$ cat config.mk
export PLATFORM = sky130hd
export DESIGN_NAME = crc16_frame_receiver
export DESIGN_NICKNAME = d
export VERILOG_FILES = /design/src/crcfr_pkg.sv /design/src/crc16_frame_receiver.sv
export SDC_FILE = /design/constraint.sdc
export NUM_CORES = 1
export LEC_CHECK = 0
export CAP_MARGIN = 20
export CORE_AREA = 2 2 244 246
export DETAILED_ROUTE_END_ITERATION = 10
export DIE_AREA = 0 0 246 248
export DONT_BUFFER_PORTS = 1
export SYNTH_ARGS = -nofsm -noshare
export SYNTH_HDL_FRONTEND = slang
export SYNTH_SLANG_ARGS = --single-unit
$ cat constraint.sdc
create_clock -name i_clk -period 4.35 [get_ports i_clk]
set_input_delay 0.435 -clock i_clk [delete_from_list [all_inputs] [get_ports i_clk]]
set_output_delay 0.435 -clock i_clk [all_outputs]
set_load 0.005 [all_outputs]
$ cat src/crcfr_pkg.sv
// ----------------------------------------------------------------------------
// crcfr_pkg
// Types and constants shared by the CRC-16 frame receiver.
// ----------------------------------------------------------------------------
package crcfr_pkg;

    localparam int MAX_PAYLOAD_DEF = 32;

    // configuration register indexes
    localparam logic CFG_START_FIRST  = 1'b0;
    localparam logic CFG_START_SECOND = 1'b1;

    localparam logic [7:0] START_FIRST_RST  = 8'hAA;
    localparam logic [7:0] START_SECOND_RST = 8'h55;

    localparam logic [15:0] CRC_INIT = 16'hFFFF;
    localparam logic [15:0] CRC_POLY = 16'hA001;

    // input commands
    localparam logic CMD_BYTE  = 1'b0;
    localparam logic CMD_FLUSH = 1'b1;

    // result kinds and NACK codes
    localparam logic KIND_DATA  = 1'b0;
    localparam logic KIND_NACK  = 1'b1;
    localparam logic ERR_LENGTH = 1'b0;
    localparam logic ERR_CRC    = 1'b1;

    typedef struct packed {
        logic       command;
        logic [7:0] rx_byte;
    } t_rx_beat;

    typedef struct packed {
        logic       kind;
        logic [7:0] frame_type;
        logic [7:0] frame_command;
        logic [7:0] frame_sequence;
        logic [5:0] payload_length;
        logic [4:0] byte_index;
        logic [7:0] payload_byte;
        logic       error_code;
        logic       last;
    } t_res_beat;

endpackage

$ cat src/crc16_frame_receiver.sv
// ----------------------------------------------------------------------------
// crc16_frame_receiver
// Byte-serial parser for start-byte framed packets checked by CRC-16/MODBUS.
// ----------------------------------------------------------------------------
// A byte that enters the CRC (start bytes, header, length, payload) is
// folded in one bit per cycle by a single shift/xor stage, the first bit in
// the accept cycle, the rest in S_CRC. Bytes that do not touch the CRC (CRC
// low byte, ignored hunt bytes, flush) do not leave S_IDLE. After the CRC
// high byte the block streams its results from the payload memory through
// S_FETCH (registered memory read) and S_LOAD (output register load, held
// while the sink stalls); a NACK or an empty-payload result skips S_FETCH.
// No new input beat is taken while results stream.
// ----------------------------------------------------------------------------
module crc16_frame_receiver #(
    parameter int MAX_PAYLOAD = crcfr_pkg::MAX_PAYLOAD_DEF
) (
    input  logic                 i_clk,
    input  logic                 i_rst_n,
    input  logic                 i_in_valid,
    output logic                 o_in_ready,
    input  crcfr_pkg::t_rx_beat  i_in_data,
    output logic                 o_out_valid,
    input  logic                 i_out_ready,
    output crcfr_pkg::t_res_beat o_out_data,
    input  logic                 i_cfg_we,
    input  logic                 i_cfg_index,
    input  logic [7:0]           i_cfg_data
);
    import crcfr_pkg::*;

    localparam int LEN_W = $clog2(MAX_PAYLOAD + 1);
    localparam int IDX_W = (MAX_PAYLOAD > 1) ? $clog2(MAX_PAYLOAD) : 1;
    localparam logic [7:0] MAX_LEN = 8'(MAX_PAYLOAD);

    typedef enum logic [3:0] {
        S_IDLE  = 4'b0001,
        S_CRC   = 4'b0010,
        S_FETCH = 4'b0100,
        S_LOAD  = 4'b1000
    } t_state;

    typedef enum logic [8:0] {
        PH_SOF1    = 9'b0_0000_0001,
        PH_SOF2    = 9'b0_0000_0010,
        PH_TYPE    = 9'b0_0000_0100,
        PH_CMD     = 9'b0_0000_1000,
        PH_SEQ     = 9'b0_0001_0000,
        PH_LEN     = 9'b0_0010_0000,
        PH_PAYLOAD = 9'b0_0100_0000,
        PH_CRC_LO  = 9'b0_1000_0000,
        PH_CRC_HI  = 9'b1_0000_0000
    } t_phase;

    function automatic logic [15:0] crc_bit(input logic [15:0] c);
        return c[0] ? ((c >> 1) ^ CRC_POLY) : (c >> 1);
    endfunction

    t_state           r_state, n_state;
    t_phase           r_phase, n_phase;
    logic [15:0]      r_crc, n_crc;
    logic [2:0]       r_bit_cnt, n_bit_cnt;
    logic [7:0]       r_sof1, r_sof2;
    logic [7:0]       r_type, n_type;
    logic [7:0]       r_cmd, n_cmd;
    logic [7:0]       r_seq, n_seq;
    logic [LEN_W-1:0] r_len, n_len;
    logic [LEN_W-1:0] r_count, n_count;
    logic [7:0]       r_crc_lo, n_crc_lo;
    logic [LEN_W-1:0] r_emit_idx, n_emit_idx;
    logic             r_from_mem, n_from_mem;
    logic             r_res_kind, n_res_kind;
    logic             r_res_err, n_res_err;
    logic             r_out_valid, n_out_valid;
    t_res_beat        r_out, n_out;

    logic [7:0]       r_mem [MAX_PAYLOAD];
    logic [7:0]       r_mem_q;
    logic             w_mem_we;

    logic             w_accept;
    logic [7:0]       w_b;
    logic [LEN_W:0]   w_count_inc;
    logic             w_emit_last;
    logic             w_out_free;

    assign w_accept    = i_in_valid && (r_state == S_IDLE);
    assign w_b         = i_in_data.rx_byte;
    assign w_count_inc = {1'b0, r_count} + 1'b1;
    assign w_emit_last = (({1'b0, r_emit_idx} + 1'b1) == {1'b0, r_len});
    assign w_out_free  = !r_out_valid || i_out_ready;
    assign w_mem_we    = w_accept && (i_in_data.command == CMD_BYTE)
                         && (r_phase == PH_PAYLOAD);

    assign o_in_ready  = (r_state == S_IDLE);
    assign o_out_valid = r_out_valid;
    assign o_out_data  = r_out;

    always_comb begin
        n_state     = r_state;
        n_phase     = r_phase;
        n_crc       = r_crc;
        n_bit_cnt   = r_bit_cnt;
        n_type      = r_type;
        n_cmd       = r_cmd;
        n_seq       = r_seq;
        n_len       = r_len;
        n_count     = r_count;
        n_crc_lo    = r_crc_lo;
        n_emit_idx  = r_emit_idx;
        n_from_mem  = r_from_mem;
        n_res_kind  = r_res_kind;
        n_res_err   = r_res_err;
        n_out_valid = r_out_valid && !i_out_ready;
        n_out       = r_out;

        unique case (r_state)
            S_IDLE: begin
                if (w_accept) begin
                    if (i_in_data.command == CMD_FLUSH) begin
                        n_phase  = PH_SOF1;
                        n_crc    = CRC_INIT;
                        n_type   = '0;
                        n_cmd    = '0;
                        n_seq    = '0;
                        n_len    = '0;
                        n_count  = '0;
                        n_crc_lo = '0;
                    end else begin
                        unique case (r_phase)
                            PH_SOF1: begin
                                if (w_b == r_sof1) begin
                                    n_type    = '0;
                                    n_cmd     = '0;
                                    n_seq     = '0;
                                    n_len     = '0;
                                    n_count   = '0;
                                    n_crc_lo  = '0;
                                    n_crc     = crc_bit(CRC_INIT ^ {8'h00, w_b});
                                    n_bit_cnt = '0;
                                    n_phase   = PH_SOF2;
                                    n_state   = S_CRC;
                                end
                            end
                            PH_SOF2: begin
                                if (w_b == r_sof2) begin
                                    n_crc     = crc_bit(r_crc ^ {8'h00, w_b});
                                    n_bit_cnt = '0;
                                    n_phase   = PH_TYPE;
                                    n_state   = S_CRC;
                                end else if (w_b == r_sof1) begin
                                    // repeated first start byte: restart the hunt
                                    n_crc     = crc_bit(CRC_INIT ^ {8'h00, w_b});
                                    n_bit_cnt = '0;
                                    n_state   = S_CRC;
                                end else begin
                                    n_phase  = PH_SOF1;
                                    n_crc    = CRC_INIT;
                                    n_count  = '0;
                                    n_crc_lo = '0;
                                end
                            end
                            PH_TYPE, PH_CMD, PH_SEQ: begin
                                if (r_phase == PH_TYPE) begin
                                    n_type  = w_b;
                                    n_phase = PH_CMD;
                                end else if (r_phase == PH_CMD) begin
                                    n_cmd   = w_b;
                                    n_phase = PH_SEQ;
                                end else begin
                                    n_seq   = w_b;
                                    n_phase = PH_LEN;
                                end
                                n_crc     = crc_bit(r_crc ^ {8'h00, w_b});
                                n_bit_cnt = '0;
                                n_state   = S_CRC;
                            end
                            PH_LEN: begin
                                if (w_b > MAX_LEN) begin
                                    n_from_mem = 1'b0;
                                    n_res_kind = KIND_NACK;
                                    n_res_err  = ERR_LENGTH;
                                    n_state    = S_LOAD;
                                end else begin
                                    n_len     = LEN_W'(w_b);
                                    n_count   = '0;
                                    n_crc     = crc_bit(r_crc ^ {8'h00, w_b});
                                    n_bit_cnt = '0;
                                    n_phase   = (w_b == 8'h00) ? PH_CRC_LO : PH_PAYLOAD;
                                    n_state   = S_CRC;
                                end
                            end
                            PH_PAYLOAD: begin
                                n_count   = w_count_inc[LEN_W-1:0];
                                n_crc     = crc_bit(r_crc ^ {8'h00, w_b});
                                n_bit_cnt = '0;
                                n_state   = S_CRC;
                                if (w_count_inc >= {1'b0, r_len}) begin
                                    n_phase = PH_CRC_LO;
                                end
                            end
                            PH_CRC_LO: begin
                                n_crc_lo = w_b;
                                n_phase  = PH_CRC_HI;
                            end
                            PH_CRC_HI: begin
                                n_emit_idx = '0;
                                if ({w_b, r_crc_lo} == r_crc) begin
                                    n_res_kind = KIND_DATA;
                                    n_res_err  = ERR_LENGTH;
                                    if (r_len == '0) begin
                                        n_from_mem = 1'b0;
                                        n_state    = S_LOAD;
                                    end else begin
                                        n_from_mem = 1'b1;
                                        n_state    = S_FETCH;
                                    end
                                end else begin
                                    n_from_mem = 1'b0;
                                    n_res_kind = KIND_NACK;
                                    n_res_err  = ERR_CRC;
                                    n_state    = S_LOAD;
                                end
                            end
                            default: begin
                                n_phase  = PH_SOF1;
                                n_crc    = CRC_INIT;
                                n_type   = '0;
                                n_cmd    = '0;
                                n_seq    = '0;
                                n_len    = '0;
                                n_count  = '0;
                                n_crc_lo = '0;
                            end
                        endcase
                    end
                end
            end
            S_CRC: begin
                // advance the CRC one bit per cycle
                n_crc     = crc_bit(r_crc);
                n_bit_cnt = r_bit_cnt + 3'd1;
                if (r_bit_cnt == 3'd6) begin
                    n_state = S_IDLE;
                end
            end
            S_FETCH: begin
                // wait for the registered memory read
                n_state = S_LOAD;
            end
            S_LOAD: begin
                if (w_out_free) begin
                    n_out_valid          = 1'b1;
                    n_out.kind           = r_res_kind;
                    n_out.frame_command  = r_cmd;
                    n_out.frame_sequence = r_seq;
                    n_out.error_code     = r_res_err;
                    if (r_from_mem) begin
                        n_out.frame_type     = r_type;
                        n_out.payload_length = 6'(r_len);
                        n_out.byte_index     = 5'(r_emit_idx);
                        n_out.payload_byte   = r_mem_q;
                        n_out.last           = w_emit_last;
                    end else begin
                        n_out.frame_type     = (r_res_kind == KIND_NACK) ? 8'h00 : r_type;
                        n_out.payload_length = '0;
                        n_out.byte_index     = '0;
                        n_out.payload_byte   = '0;
                        n_out.last           = 1'b1;
                    end
                    if (r_from_mem && !w_emit_last) begin
                        n_emit_idx = r_emit_idx + 1'b1;
                        n_state    = S_FETCH;
                    end else begin
                        // frame done: drop back to the hunt
                        n_state  = S_IDLE;
                        n_phase  = PH_SOF1;
                        n_crc    = CRC_INIT;
                        n_type   = '0;
                        n_cmd    = '0;
                        n_seq    = '0;
                        n_len    = '0;
                        n_count  = '0;
                        n_crc_lo = '0;
                    end
                end
            end
            default: begin
                n_state = S_IDLE;
            end
        endcase
    end

    always_ff @(posedge i_clk) begin
        if (!i_rst_n) begin
            r_state     <= S_IDLE;
            r_phase     <= PH_SOF1;
            r_crc       <= CRC_INIT;
            r_bit_cnt   <= '0;
            r_sof1      <= START_FIRST_RST;
            r_sof2      <= START_SECOND_RST;
            r_type      <= '0;
            r_cmd       <= '0;
            r_seq       <= '0;
            r_len       <= '0;
            r_count     <= '0;
            r_crc_lo    <= '0;
            r_emit_idx  <= '0;
            r_from_mem  <= 1'b0;
            r_res_kind  <= KIND_DATA;
            r_res_err   <= ERR_LENGTH;
            r_out_valid <= 1'b0;
        end else begin
            r_state     <= n_state;
            r_phase     <= n_phase;
            r_crc       <= n_crc;
            r_bit_cnt   <= n_bit_cnt;
            r_type      <= n_type;
            r_cmd       <= n_cmd;
            r_seq       <= n_seq;
            r_len       <= n_len;
            r_count     <= n_count;
            r_crc_lo    <= n_crc_lo;
            r_emit_idx  <= n_emit_idx;
            r_from_mem  <= n_from_mem;
            r_res_kind  <= n_res_kind;
            r_res_err   <= n_res_err;
            r_out_valid <= n_out_valid;
            if (i_cfg_we) begin
                if (i_cfg_index == CFG_START_FIRST) begin
                    r_sof1 <= i_cfg_data;
                end else begin
                    r_sof2 <= i_cfg_data;
                end
            end
        end
    end

    always_ff @(posedge i_clk) begin
        r_out <= n_out;
    end

    // payload memory: one write port, one registered read port
    always_ff @(posedge i_clk) begin
        if (w_mem_we) begin
            r_mem[r_count[IDX_W-1:0]] <= w_b;
        end
        r_mem_q <= r_mem[r_emit_idx[IDX_W-1:0]];
    end

endmodule
# After elaboration in Yosys (flattened, before gate mapping)
# Memories as Yosys holds them, arrays and structs flattened. A register that Yosys moved wholly into a read port is not among the register bits.
# Cells that the tools add are included.
[op_classes] n_addsub=4 order_cmp=2 n_eq_ne=45 muxes=107 n_bitwise=7 n_reduce_logical=37
[op_table] operator="16-bit 2-to-1 mux" n=11
[op_table] operator="8-bit 2-to-1 mux" n=21
[op_table] operator="6-bit 2-to-1 mux" n=18
[op_table] operator="9-bit 2-to-1 mux" n=9
[op_table] operator="16-bit case mux with 5 select lines" n=1
[op_table] operator="8-bit case mux with 3 select lines" n=3
[op_table] operator="8-bit case mux with 2 select lines" n=4
[op_table] operator="9-bit case mux with 7 select lines" n=1
[op_table] operator="16-bit case mux with 3 select lines" n=1
[op_table] operator="4-bit 2-to-1 mux" n=9
[op_table] operator="6-bit case mux with 2 select lines" n=3
[op_table] operator="4-bit != test, second input constant" n=8
[op_table] operator="8-bit case mux with 4 select lines" n=1
[op_table] operator="6-bit case mux with 5 select lines" n=1
[op_table] operator="8-bit AND reduction" n=3
[op_table] operator="7-bit AND reduction" n=3
[op_table] operator="4-bit case mux with 5 select lines" n=1
[op_table] operator="3-bit 2-to-1 mux" n=6
[op_table] operator="6-bit case mux with 3 select lines" n=1
[op_table] operator="9-bit case mux with 2 select lines" n=1
[op_table] operator="9-bit AND reduction" n=2
[op_table] operator="16-bit == test" n=1
[op_table] operator="8-bit == test" n=2
[op_table] operator="8-bit inverter with 16-bit output" n=1
[op_table] operator="52 further kinds" n=90
[word_totals] regBits=148 ramBits=256 output_inout_bits=48 memories=1
[mem_list] name="r_mem" words=32 word_bits=8 rd=1 rd_clocked_by_memory_dff=1 write_ports=1 line="crc16_frame_receiver.sv:76" text="logic [7:0] r_mem [MAX_PAYLOAD];"

# Logic depth before layout (Yosys ltp)
# Gate-level depths: netlist of the first run.
[depth] ltp_word=9 depth_mapped=12 ltp_nobuf=10

# Worst setup path after synthesis of the first run
# No wires, ideal clock.
[synth_path] path_type="register to register" start="register r_state[0]" end="register r_cmd[0]" setup_time_ns=0.074 t_arrival_ns=4.104 required_ns=4.276 path_slack_ns=0.172 stages_incl_launch_ff=7 period_less_slack_ns=4.178 path_cell_list="dfxtp_1 nor2_1 nand3b_1 nor2_1 a21oi_1 a21oi_1 mux2i_1"
[synth_via] elab_chain_cells=4
[synth_lines] item="from (decl)" line="crc16_frame_receiver.sv:58" text="t_state r_state, n_state;"
[synth_lines] item="from (signal assigned)" line="crc16_frame_receiver.sv:313" text="r_state <= n_state;"
[synth_lines] item="4-bit by 1-bit == test with 1-bit output" line="crc16_frame_receiver.sv:86, crc16_frame_receiver.sv:116"
[synth_lines] item="1-bit logical AND" line="crc16_frame_receiver.sv:86" text="assign w_accept = i_in_valid && (r_state == S_IDLE);"
[synth_lines] item="2-bit by 1-bit != test with 1-bit output (no source line)"
[synth_lines] item="8-bit AND reduction (no source line)"
[synth_lines] item="to (signal assigned)" line="crc16_frame_receiver.sv:318" text="r_cmd <= n_cmd;"
[synth_lines] item="to (decl)" line="crc16_frame_receiver.sv:64" text="logic [7:0] r_cmd, n_cmd;"
# Parallel ways exist; a longest one is shown, timed or not.
# A chain may end at the register's enable or synchronous reset.

# Final worst setup path of the first run
[layout_path] start="register r_state[3]" end="memory r_mem[21][5] (enable)"
[layout_via] elab_chain_cells=6
[layout_lines] item="4-bit by 1-bit == test with 1-bit output" line="crc16_frame_receiver.sv:86"
[layout_lines] item="1-bit logical AND" line="crc16_frame_receiver.sv:86"
[layout_lines] item="1-bit logical AND" line="crc16_frame_receiver.sv:91" text="assign w_mem_we = w_accept && (i_in_data.command == CMD_BYTE)"
[layout_lines] item="1-bit logical AND" line="crc16_frame_receiver.sv:92" text="&& (r_phase == PH_PAYLOAD);"
[layout_lines] item="1-bit 2-to-1 mux" line="crc16_frame_receiver.sv:344" text="if (w_mem_we) begin"
[layout_lines] item="1-bit 2-to-1 mux (not written as such)" line="crc16_frame_receiver.sv:345" text="r_mem[r_count[IDX_W-1:0]] <= w_b;"
[layout_lines] item="to (decl)" line="crc16_frame_receiver.sv:76"
# Every way passes these cells.

==> results.py, run 1 <==
metrics = {
    "outcome": {
        "run_status": "finished clean",
    },
    "synthesis": {
        "number_of_different_library_cells_in_the_post_synthesis_netlist": 72,
        "synth.cell_area_um2": 17410,
        "syn-mean-instance-area_um2": 14.57,
        "yosys.area.top_type": "sky130_fd_sc_hd__edfxtp_1",
        "synthesis.nets": 1232,
        "synth_top_cell_area_share": 0.5210,
        "ys_async_sr_fraction": 0,
        "synth_flop_cell": "sky130_fd_sc_hd__edfxtp_1",
        "synth_edf_count": 302,
        "synth_top_area_cells": "sky130_fd_sc_hd__edfxtp_1 (52%), sky130_fd_sc_hd__dfxtp_1 (13%), sky130_fd_sc_hd__mux4_2 (10%)",
        "gate_count_post_synth": 1195,
        "synth-seq-area-share": 0.6475,
        "yosysWarnings": 0,
        "synth.ff_latch_count": 412,
    },
    "placed_design": {
        "place.port_buffers": 0,
        "place_congestion": 0.8614,
        "placed_cell_area_um2": 18180,
        "post-dp-hpwl_mm": 26.78,
    },
    "clock_network": {
        "ctsRootBufferMaster": "sky130_fd_sc_hd__clkbuf_16",
        "cts_tree": "done",
        "clk_transition_reported_paths_ns": 0.06,
        "max-clock-path-buffers": 3,
        "clock_insertion_delay_worst_skew_ns": 0.58,
        "cts.sinks": 412,
        "cts.repair.resized": 0,
        "ctsHtreeMaxLevel": 2,
        "cts_bufs_inserted": 44,
    },
    "final_layout": {
        "antenna_cell_count": 0,
        "fraction_of_final_layout_cells_with_drive_strength_greater_than_1": 0.1632,
        "layout.core_utilization": 0.3416,
        "register_area_um2": 11280,
        "post-route-cell-area_um2": 19970,
        "area_growth_syn_to_layout_pct": 14.75,
        "multiInputGateArea_um2": 5768,
        "final_net_count": 1239,
        "layout.filler_cells": 5593,
    },
    "global_route": {
        "track_usage": 0.1425,
        "grt_first_pass_wirelength_mm": 65.25,
        "sum_of_overflow_across_all_layers_after_global_routing": 0,
        "grt_pass1_vias": 10320,
        "antenna_violations_before_repair": 0,
        "grt_max_degree": 71,
    },
    "detailed_routing": {
        "dr_total_vias": 10210,
        "remaining_drc_errors": 0,
        "route.detailed.vias_per_inst": 5.078,
        "detailedRoute.firstIterationViolations": 945,
        "drtPass1Iterations": 5,
        "drt-wirelength-per-cell_um": 21.58,
        "drt-total-wl_mm": 43.40,
        "drtAntennaViolNets": 0,
    },
    "die": {
        "fp.dieArea_um2": 61010,
        "rows": 89,
        "io_pins": 71,
        "chipWidth_um": 246,
        "design.core.area_um2": 58460,
        "initial_standard_cell_utilization_of_the_core": 0.2977,
        "dieHeight_um": 248,
    },
    "power": {
        "irDropWorstVdd_uv": 343.5,
        "power.density_cell_area_nw_per_um2": 415.6,
        "power_mw": 8.300,
        "leak_pwr_nw": 6.309,
    },
    "timing": {
        "setup_total_negative_slack_ns": 0,
        "finalHoldViolCount": 0,
        "timing_max_transition_violations_final": 0,
        "fin_skew_ns": 0.02129,
        "rsz0062_at_grt": "false",
        "max_slew.worst_pin.slew_ns": 1.147,
        "post-route-min-period_ns": 3.442,
        "part_of_the_cycle_the_worst_path_needs": 0.7912,
        "max_slew_margin_vs_limit": 0.2331,
        "fmax_mhz": 290.5,
        "finalSetupViolCount": 0,
    },
    "run": {
        "cap_violations": 0,
    },
    "setup_path": {
        "cp_max_fo": 9,
        "required_arrival_time_at_the_worst_endpoint_ns": 4.57,
        "worst_endpoint_data_arrival_time_ns": 3.66,
        "critical_path.endpoint_type": "flop",
        "timing_worst_setup_path_type": "flop to flop",
        "crit_path_start_kind": "flop",
    },
    "hold_path": {
        "worst_hold_path_type": "input port to flop",
    },
}
cells by family after synthesis:
kind of cell    count (synthesis)  synth area share
compound gates                130           0.05082
simple gates                  351            0.1025
flops                         412            0.6475
buf+inv                        93           0.02185
xor+xnor                       54           0.02796
mux                           141            0.1392
fa+ha+maj                      14           0.01006
cells in the mapped netlist, types with 14 or more instances:
cell type / count
sky130_fd_sc_hd__xnor2_1: 28
sky130_fd_sc_hd__edfxtp_1: 302
sky130_fd_sc_hd__nand3_1: 21
sky130_fd_sc_hd__mux2i_1: 52
sky130_fd_sc_hd__nand4_1: 31
sky130_fd_sc_hd__dfxtp_1: 110
sky130_fd_sc_hd__inv_1: 18
sky130_fd_sc_hd__mux4_2: 80
sky130_fd_sc_hd__a21oi_1: 36
sky130_fd_sc_hd__o21ai_0: 29
sky130_fd_sc_hd__nand2_1: 122
sky130_fd_sc_hd__and2_1: 29
sky130_fd_sc_hd__ha_1: 14
sky130_fd_sc_hd__clkbuf_1: 54
sky130_fd_sc_hd__nor2_1: 67
sky130_fd_sc_hd__xor2_1: 25
layout by cell type, fill, tap and decap left out, types with 29 or more instances in the layout:
cell type                     n
sky130_fd_sc_hd__a21oi_1     36
sky130_fd_sc_hd__and2_1      29
sky130_fd_sc_hd__clkbuf_16   45
sky130_fd_sc_hd__dfxtp_1    108
sky130_fd_sc_hd__edfxtp_1   302
sky130_fd_sc_hd__mux2i_1     52
sky130_fd_sc_hd__mux4_2      80
sky130_fd_sc_hd__nand2_1    122
sky130_fd_sc_hd__nand4_1     31
sky130_fd_sc_hd__nor2_1      66
sky130_fd_sc_hd__o21ai_0     29
final timing paths:
kind / start / depth (start not counted) / slack (ns) / endpoint
hold reg to reg: r_seq[5] / 0 / 0.43 / o_out_data[26]
setup / recovery: r_state[3] / 6 / 0.91 / r_mem[21][5]
setup reg to reg: r_state[3] / 6 / 0.91 / r_mem[21][5]
hold / removal: i_rst_n / 2 / 0.02 / r_type[3]
per-layer routing:
layer / up-vias / global-route usage / share of wire
met4: 0 / 0.04545 / 0.023
met1: 5161 / 0.1933 / 0.44
met2: 386 / 0.2274 / 0.46
met5: - / 0 / 0
li1: 4581 / - / -
met3: 83 / 0.03082 / 0.070
registers in the layout, summed over array words and instances, names as in the netlist, 9 cells and up:
signal      flops
o_out_data     46
r_crc          16
r_mem         256
r_phase         9
metrics by stage:
step	worst slack, ns	hold WS [ns]	cells
after floorplan	0.1724	0.4081	1195
after global placement	0.9488	0.4181	1906
after detailed placement	0.9299	0.4209	1907
after CTS	0.9186	0.002267	2011
after global routing	0.6386	0.008426	2011
final	0.9082	0.01508	2011
critical path: stages (launching register included):
cell                      delay [ns]
sky130_fd_sc_hd__dfxtp_1        0.37
sky130_fd_sc_hd__or4b_1         0.71
sky130_fd_sc_hd__nor2_1         0.44
sky130_fd_sc_hd__nand2_1        0.14
sky130_fd_sc_hd__nor2_1         0.27
sky130_fd_sc_hd__nand2_1        0.40
sky130_fd_sc_hd__nor2_1         0.74
final cells by class:
type / count / share of cell area
Sequential cell: 412 / 0.5646
Multi-Input combinational cell: 690 / 0.2888
Clock buffer: 56 / 0.06045
Tap cell: 773 / 0.04842
Timing Repair Buffer: 35 / 0.01980
Clock inverter: 26 / 0.01441
Inverter: 19 / 0.003571
what timing repair did:
action / in CTS / in global routing
hold endpoints to repair: 287 / 0
hold buffers: 22 / 0
setup buffers: 0 / 0
power by group:
part	internal, mW	switching, mW	leakage [nW]
Clock	2.23	1.59	0.717
Sequential	4.21	0.0161	3.61
Combinational	0.0961	0.154	1.98
(Power assumes the default switching activity.)
==> inputs of run 2 (changes only) <==
Clock period 4.35 ns to 2.88 ns, I/O delays scaled along.
==> results.py, run 2 (synthesis results as in run 1) <==
metrics = {
    "outcome": {
        "run_status": "finished clean",
    },
    "setup_path": {
        "cp_slowest_stage_delay_ns": 0.52,
        "worst_endpoint_data_arrival_time_ns": 3.26,
        "timing_worst_setup_path_type": "flop to flop",
        "cp_max_fo": 7,
        "critical_path.endpoint_type": "flop",
        "slowest_cell_on_the_critical_path": "sky130_fd_sc_hd__or4b_4",
        "crit_path_start_kind": "flop",
        "required_arrival_time_at_the_worst_endpoint_ns": 3.35,
        "worst_path_most_repeated_cell": "sky130_fd_sc_hd__o211a_1",
        "timing.critical_path.cells": "ha_2, a31o_2, o211a_1, a2111o_1, o211a_1, or4b_4, or3_4, o22a_1",
    },
    "final_layout": {
        "register_area_um2": 11280,
        "final_net_count": 1326,
        "final_cell_mix": "sky130_fd_sc_hd__edfxtp_1 (302), sky130_fd_sc_hd__nand2_1 (119), sky130_fd_sc_hd__dfxtp_1 (107)",
        "antenna_cell_count": 0,
        "layout.filler_cells": 5567,
        "multiInputGateArea_um2": 5824,
        "layout_commonest_cell": "sky130_fd_sc_hd__edfxtp_1",
        "fraction_of_final_layout_cells_with_drive_strength_greater_than_1": 0.2205,
        "largest_register_ff_count": 256,
        "area_growth_syn_to_layout_pct": 18.59,
    },
    "timing": {
        "fin_skew_ns": 0.03542,
        "hold-worst-slack_ns": 0.006563,
        "part_of_the_cycle_the_worst_path_needs": 0.9689,
        "timing_max_transition_violations_final": 0,
        "fmax_mhz": 358.4,
        "rsz0062_at_grt": "false",
        "finalSetupViolCount": 0,
        "finalHoldViolCount": 0,
        "post-route-min-period_ns": 2.790,
        "max_slew_margin_vs_limit": 0.5200,
        "max_slew.worst_pin.slew_ns": 0.7193,
    },
    "global_route": {
        "track_usage": 0.1431,
        "sum_of_overflow_across_all_layers_after_global_routing": 0,
        "antenna_violations_before_repair": 3,
        "grt_pass1_vias": 10450,
        "grt_max_degree": 82,
        "grt_first_pass_wirelength_mm": 65.54,
    },
    "detailed_routing": {
        "dr_total_vias": 10440,
        "route.detailed.vias_per_inst": 4.979,
        "remaining_drc_errors": 0,
        "drt-wirelength-per-cell_um": 20.73,
        "drtAntennaViolNets": 0,
        "detailedRoute.firstIterationViolations": 805,
        "drt-total-wl_mm": 43.47,
        "drtPass1Iterations": 5,
    },
    "power": {
        "power_mw": 12.31,
        "power.density_cell_area_nw_per_um2": 596.2,
        "irDropWorstVdd_uv": 568.2,
        "leak_pwr_nw": 6.714,
    },
    "clock_network": {
        "ctsHtreeMaxLevel": 2,
        "clk_transition_reported_paths_ns": 0.06,
        "max-clock-path-buffers": 3,
        "cts_bufs_inserted": 43,
        "cts.sinks": 412,
        "clock_insertion_delay_worst_skew_ns": 0.60,
        "cts_tree": "done",
        "ctsRootBufferMaster": "sky130_fd_sc_hd__clkbuf_16",
        "postCtsSetupRepairBufs": 0,
    },
    "die": {
        "io_pins": 71,
        "initial_standard_cell_utilization_of_the_core": 0.2977,
        "rows": 89,
        "chipWidth_um": 246,
        "dieHeight_um": 248,
        "design.core.area_um2": 58460,
        "fp.dieArea_um2": 61010,
    },
    "placed_design": {
        "post-dp-hpwl_mm": 27.50,
        "place.port_buffers": 0,
        "place_congestion": 0.8726,
    },
    "hold_path": {
        "worst_hold_path_type": "input port to flop",
    },
    "run": {
        "cap_violations": 0,
    },
}
## run 2: cell count changes in the layout (fill, tap and decap cells not counted), moves of 3 or more
| cell | change |
|---|---|
| sky130_fd_sc_hd__clkbuf_1 | +6 |
| sky130_fd_sc_hd__nand2_2 | +3 |
| sky130_fd_sc_hd__ha_1 | -3 |
| sky130_fd_sc_hd__a21oi_1 | -4 |
| sky130_fd_sc_hd__nand2_1 | -3 |
| sky130_fd_sc_hd__buf_4 | +80 |
| sky130_fd_sc_hd__dlygate4sd3_1 | +6 |
| sky130_fd_sc_hd__a21oi_2 | +4 |
## run 2: power by group
group | switching [mW] | internal (mW) | total, mW | leakage [nW]
logic | 0.261 | 0.177 | 0.438 | 2.44
registers | 0.0236 | 6.36 | 6.39 | 3.61
clock network | 2.36 | 3.12 | 5.48 | 0.667
## run 2: worst paths after layout
| kind | start | to | slack, ns | depth (start not counted) |
|---|---|---|---|---|
| min reg2reg | r_cmd[5] | o_out_data[34] | 0.42 | 0 |
| max | r_emit_idx[0] | r_crc[9] | 0.09 | 8 |
| min | i_in_data[3] | r_mem[7][3] | 0.007 | 1 |
| max reg2reg | r_emit_idx[0] | r_crc[9] | 0.09 | 8 |
## run 2: area by class of cell
cell class                 instances  share of cell area
sequential                       412              0.5463
multi-input combinational        690              0.2822
clock buffer                      58             0.05583
timing repair buffer             123             0.05377
tap                              773             0.04686
clock inverter                    22             0.01121
inverter                          19            0.003819
## run 2: per-stage QoR
step           cell area (µm²)  TNS (ns)  setup WS (ns)  instances    util
2_1_floorplan            17470    -1.176        -0.1680       1195       -
3_3_place_gp             18820  -0.04633      -0.006478       1988  0.3219
3_5_place_dp             18820   -0.3190       -0.05737       1988  0.3219
4_1_cts                  20600         0        0.02248       2097  0.3524
5_1_grt                  20640         0       0.008229       2097  0.3531
6_report                 20640         0        0.08960       2097  0.3531
## run 2: metal layers
| metal | global-route usage | up-vias | part of all wire | wire (µm) |
|---|---|---|---|---|
| li1 | - | 4754 | - | - |
| met4 | 0.04777 | 0 | 0.027 | 1158 |
| met2 | 0.2233 | 337 | 0.46 | 19930 |
| met5 | 0 | - | 0 | 0 |
| met1 | 0.1969 | 5266 | 0.44 | 19060 |
| met3 | 0.03201 | 84 | 0.076 | 3324 |
## run 2: repair_timing
action                                  in CTS  in global routing
hold buffers                                29                  0
endpoints found under the setup margin      15                241
hold endpoints to repair                   336                  0
resized for setup                            2                 12
## run 2: critical path: cells and delay by family, from the launching register on
kind	cells	cell delay (ns)
DFF	1	0.34
and+or+nand+nor	2	0.92
adders and majority gates	1	0.19
AOI/OAI and AO/OA	5	1.23
==> inputs of run 3 (changes only) <==
Clock period 2.88 ns to 2.7 ns, I/O delays scaled along.
==> results.py, run 3 (synthesis results as in run 1) <==
metrics = {
    "outcome": {
        "run_status": "finished with violations",
        "violations_in_the_final_reports": "negative setup slack",
    },
    "clock_network": {
        "cts.sinks": 412,
        "ctsRootBufferMaster": "sky130_fd_sc_hd__clkbuf_16",
        "max-clock-path-buffers": 3,
        "ctsHtreeMaxLevel": 2,
        "clk_transition_reported_paths_ns": 0.06,
        "cts_tree": "done",
        "clock_insertion_delay_worst_skew_ns": 0.58,
        "cts_bufs_inserted": 43,
        "postCtsSetupRepairBufs": 0,
    },
    "power": {
        "seqPwrFrac": 0.513,
        "clock_share_of_power": 0.450,
        "leak_pwr_nw": 6.853,
        "irDropWorstVdd_uv": 468.6,
        "power_mw": 13.27,
        "netSwitchingFraction": 0.2092,
        "combPwrFrac": 0.036,
        "power.density_cell_area_nw_per_um2": 634.8,
        "power.internal_mw": 10.50,
        "power.switching_mw": 2.776,
    },
    "detailed_routing": {
        "route.detailed.vias_per_inst": 4.966,
        "drtPass1Iterations": 5,
        "dr_total_vias": 10480,
        "remaining_drc_errors": 0,
        "drtAntennaViolNets": 0,
        "drt-wirelength-per-cell_um": 20.18,
        "drt-total-wl_mm": 42.60,
        "detailedRoute.firstIterationViolations": 692,
    },
    "setup_path": {
        "r2r-start": "r_emit_idx[0]",
        "cp_num_buf_inv": 0,
        "slowest_cell_on_the_critical_path": "sky130_fd_sc_hd__or4b_4",
        "cp_top_family": "compound AO/OA/AOI/OAI gates",
        "worst_endpoint_data_arrival_time_ns": 3.22,
        "timing.critical_path.cells": "ha_4, a31o_4, o211a_1, a2111o_1, o211a_1, or4b_4, or3_4, o22a_1",
        "crit-reg2reg-capture": "r_crc[9]",
        "worst_path_most_repeated_cell": "sky130_fd_sc_hd__o211a_1",
        "cp_slowest_stage_delay_ns": 0.49,
        "ff2ff_setup_slack_ns": -0.06,
        "timing_worst_setup_path_type": "flop to flop",
        "cp_max_fo": 7,
        "crit_path_start_kind": "flop",
        "critical_path.endpoint_type": "flop",
        "worst_r2r_path_depth": 8,
        "required_arrival_time_at_the_worst_endpoint_ns": 3.15,
    },
    "die": {
        "io_pins": 71,
        "dieHeight_um": 248,
        "design.core.area_um2": 58460,
        "initial_standard_cell_utilization_of_the_core": 0.2977,
        "chipWidth_um": 246,
        "fp.dieArea_um2": 61010,
        "rows": 89,
    },
    "timing": {
        "rsz0062_at_grt": "true",
        "fmax_mhz": 361.8,
        "max_slew_margin_vs_limit": 0.5767,
        "finalSetupViolCount": 7,
        "timing_max_transition_violations_final": 0,
        "max_slew.worst_pin.slew_ns": 0.6349,
        "fin_skew_ns": 0.02200,
        "hold-worst-slack_ns": 0.02061,
        "fin_ws_ns": -0.06418,
        "finalHoldViolCount": 0,
        "setup_total_negative_slack_ns": -0.3738,
        "post-route-min-period_ns": 2.764,
        "part_of_the_cycle_the_worst_path_needs": 1.024,
    },
    "global_route": {
        "sum_of_overflow_across_all_layers_after_global_routing": 0,
        "antenna_violations_before_repair": 1,
        "grt_max_degree": 83,
        "track_usage": 0.1393,
        "grt_first_pass_wirelength_mm": 64.58,
        "grt_pass1_vias": 10410,
    },
    "placed_design": {
        "place_congestion": 0.9054,
        "post-dp-hpwl_mm": 27.03,
        "place.port_buffers": 0,
        "pre_cts_ws_ns": -0.1454,
    },
    "hold_path": {
        "worst_hold_path_type": "input port to flop",
        "timing.hold.worst_endpoint": "r_crc[5]",
        "worstHoldPathCells": 2,
        "hold_path.startpoint": "i_in_data[6]",
    },
    "final_layout": {
        "area_growth_syn_to_layout_pct": 20.11,
        "layout_commonest_cell": "sky130_fd_sc_hd__edfxtp_1",
        "antenna_cell_count": 0,
        "layout.core_utilization": 0.3576,
        "register_area_um2": 11280,
        "layout.filler_cells": 5541,
        "largest_register_ff_count": 256,
        "final_cell_mix": "sky130_fd_sc_hd__edfxtp_1 (302), sky130_fd_sc_hd__nand2_1 (118), sky130_fd_sc_hd__dfxtp_1 (105)",
        "final_net_count": 1341,
        "multiInputGateArea_um2": 5878,
        "fraction_of_final_layout_cells_with_drive_strength_greater_than_1": 0.2362,
    },
    "run": {
        "cap_violations": 0,
    },
}
==> run 3: cell types whose count changed in the layout (fill, tap and decap cells not counted), moves of 2 or more <==
cell / change
sky130_fd_sc_hd__buf_12: +3
sky130_fd_sc_hd__buf_4: +11
sky130_fd_sc_hd__clkbuf_1: -4
sky130_fd_sc_hd__clkbuf_8: +4
sky130_fd_sc_hd__dfxtp_1: -2
sky130_fd_sc_hd__dfxtp_2: +2
sky130_fd_sc_hd__ha_2: -2
sky130_fd_sc_hd__inv_6: -2
==> run 3: worst max-delay path by stage <==
| stage | slack (ns) | cells past startpoint | end | from |
|---|---|---|---|---|
| after floorplan | -0.33 | 12 | r_crc[7] | i_in_data[0] |
| after global placement | -0.13 | 8 | r_crc[14] | r_emit_idx[0] |
| after detailed placement | -0.15 | 8 | r_crc[9] | r_emit_idx[0] |
| after CTS | -0.16 | 9 | r_crc[9] | r_emit_idx[0] |
| after global routing | -0.14 | 8 | r_crc[14] | r_emit_idx[0] |
| final | -0.06 | 8 | r_crc[9] | r_emit_idx[0] |
==> run 3: timing repair <==
action | 4_1_cts | 5_1_grt
hold buffers | 28 | 0
gates cloned | 0 | 0
pin swaps | 12 | 4
endpoints found under the setup margin | 12 | 284
gates resized for setup | 5 | 17
endpoints found under the hold margin | 332 | 0
==> run 3: power by group through the flow <==
stage | logic (mW) | registers [mW] | clock network [mW]
after floorplan | 0.274 | 6.94 | 0
after detailed placement | 0.326 | 6.95 | 0
final | 0.483 | 6.81 | 5.98
after CTS | 0.472 | 6.81 | 6.13
after global routing | 0.522 | 6.81 | 6.36
after global placement | 0.322 | 6.95 | 0
==> run 3: layout make-up <==
class / count / area share
tap: 773 / 0.04626
timing repair buffer: 138 / 0.06122
clock buffer: 58 / 0.05703
inverter: 19 / 0.003770
clock inverter: 21 / 0.01101
multi-input combinational: 690 / 0.2812
sequential: 412 / 0.5395
==> run 3: routing by layer <==
metal / GRT usage / vias to the layer above / routed length, µm
li1: - / 4785 / -
met1: 0.1918 / 5293 / 19070
met2: 0.2208 / 336 / 19680
met3: 0.02855 / 69 / 2782
met4: 0.04278 / 0 / 1070
met5: 0 / - / 0
==> run 3: through the flow <==
stage / cells / area, µm²
finish: 2111 / 20910
floorplan: 1195 / 17490
detailed placement: 2003 / 19000
global placement: 2003 / 19000
global route: 2111 / 20910
CTS: 2110 / 20820
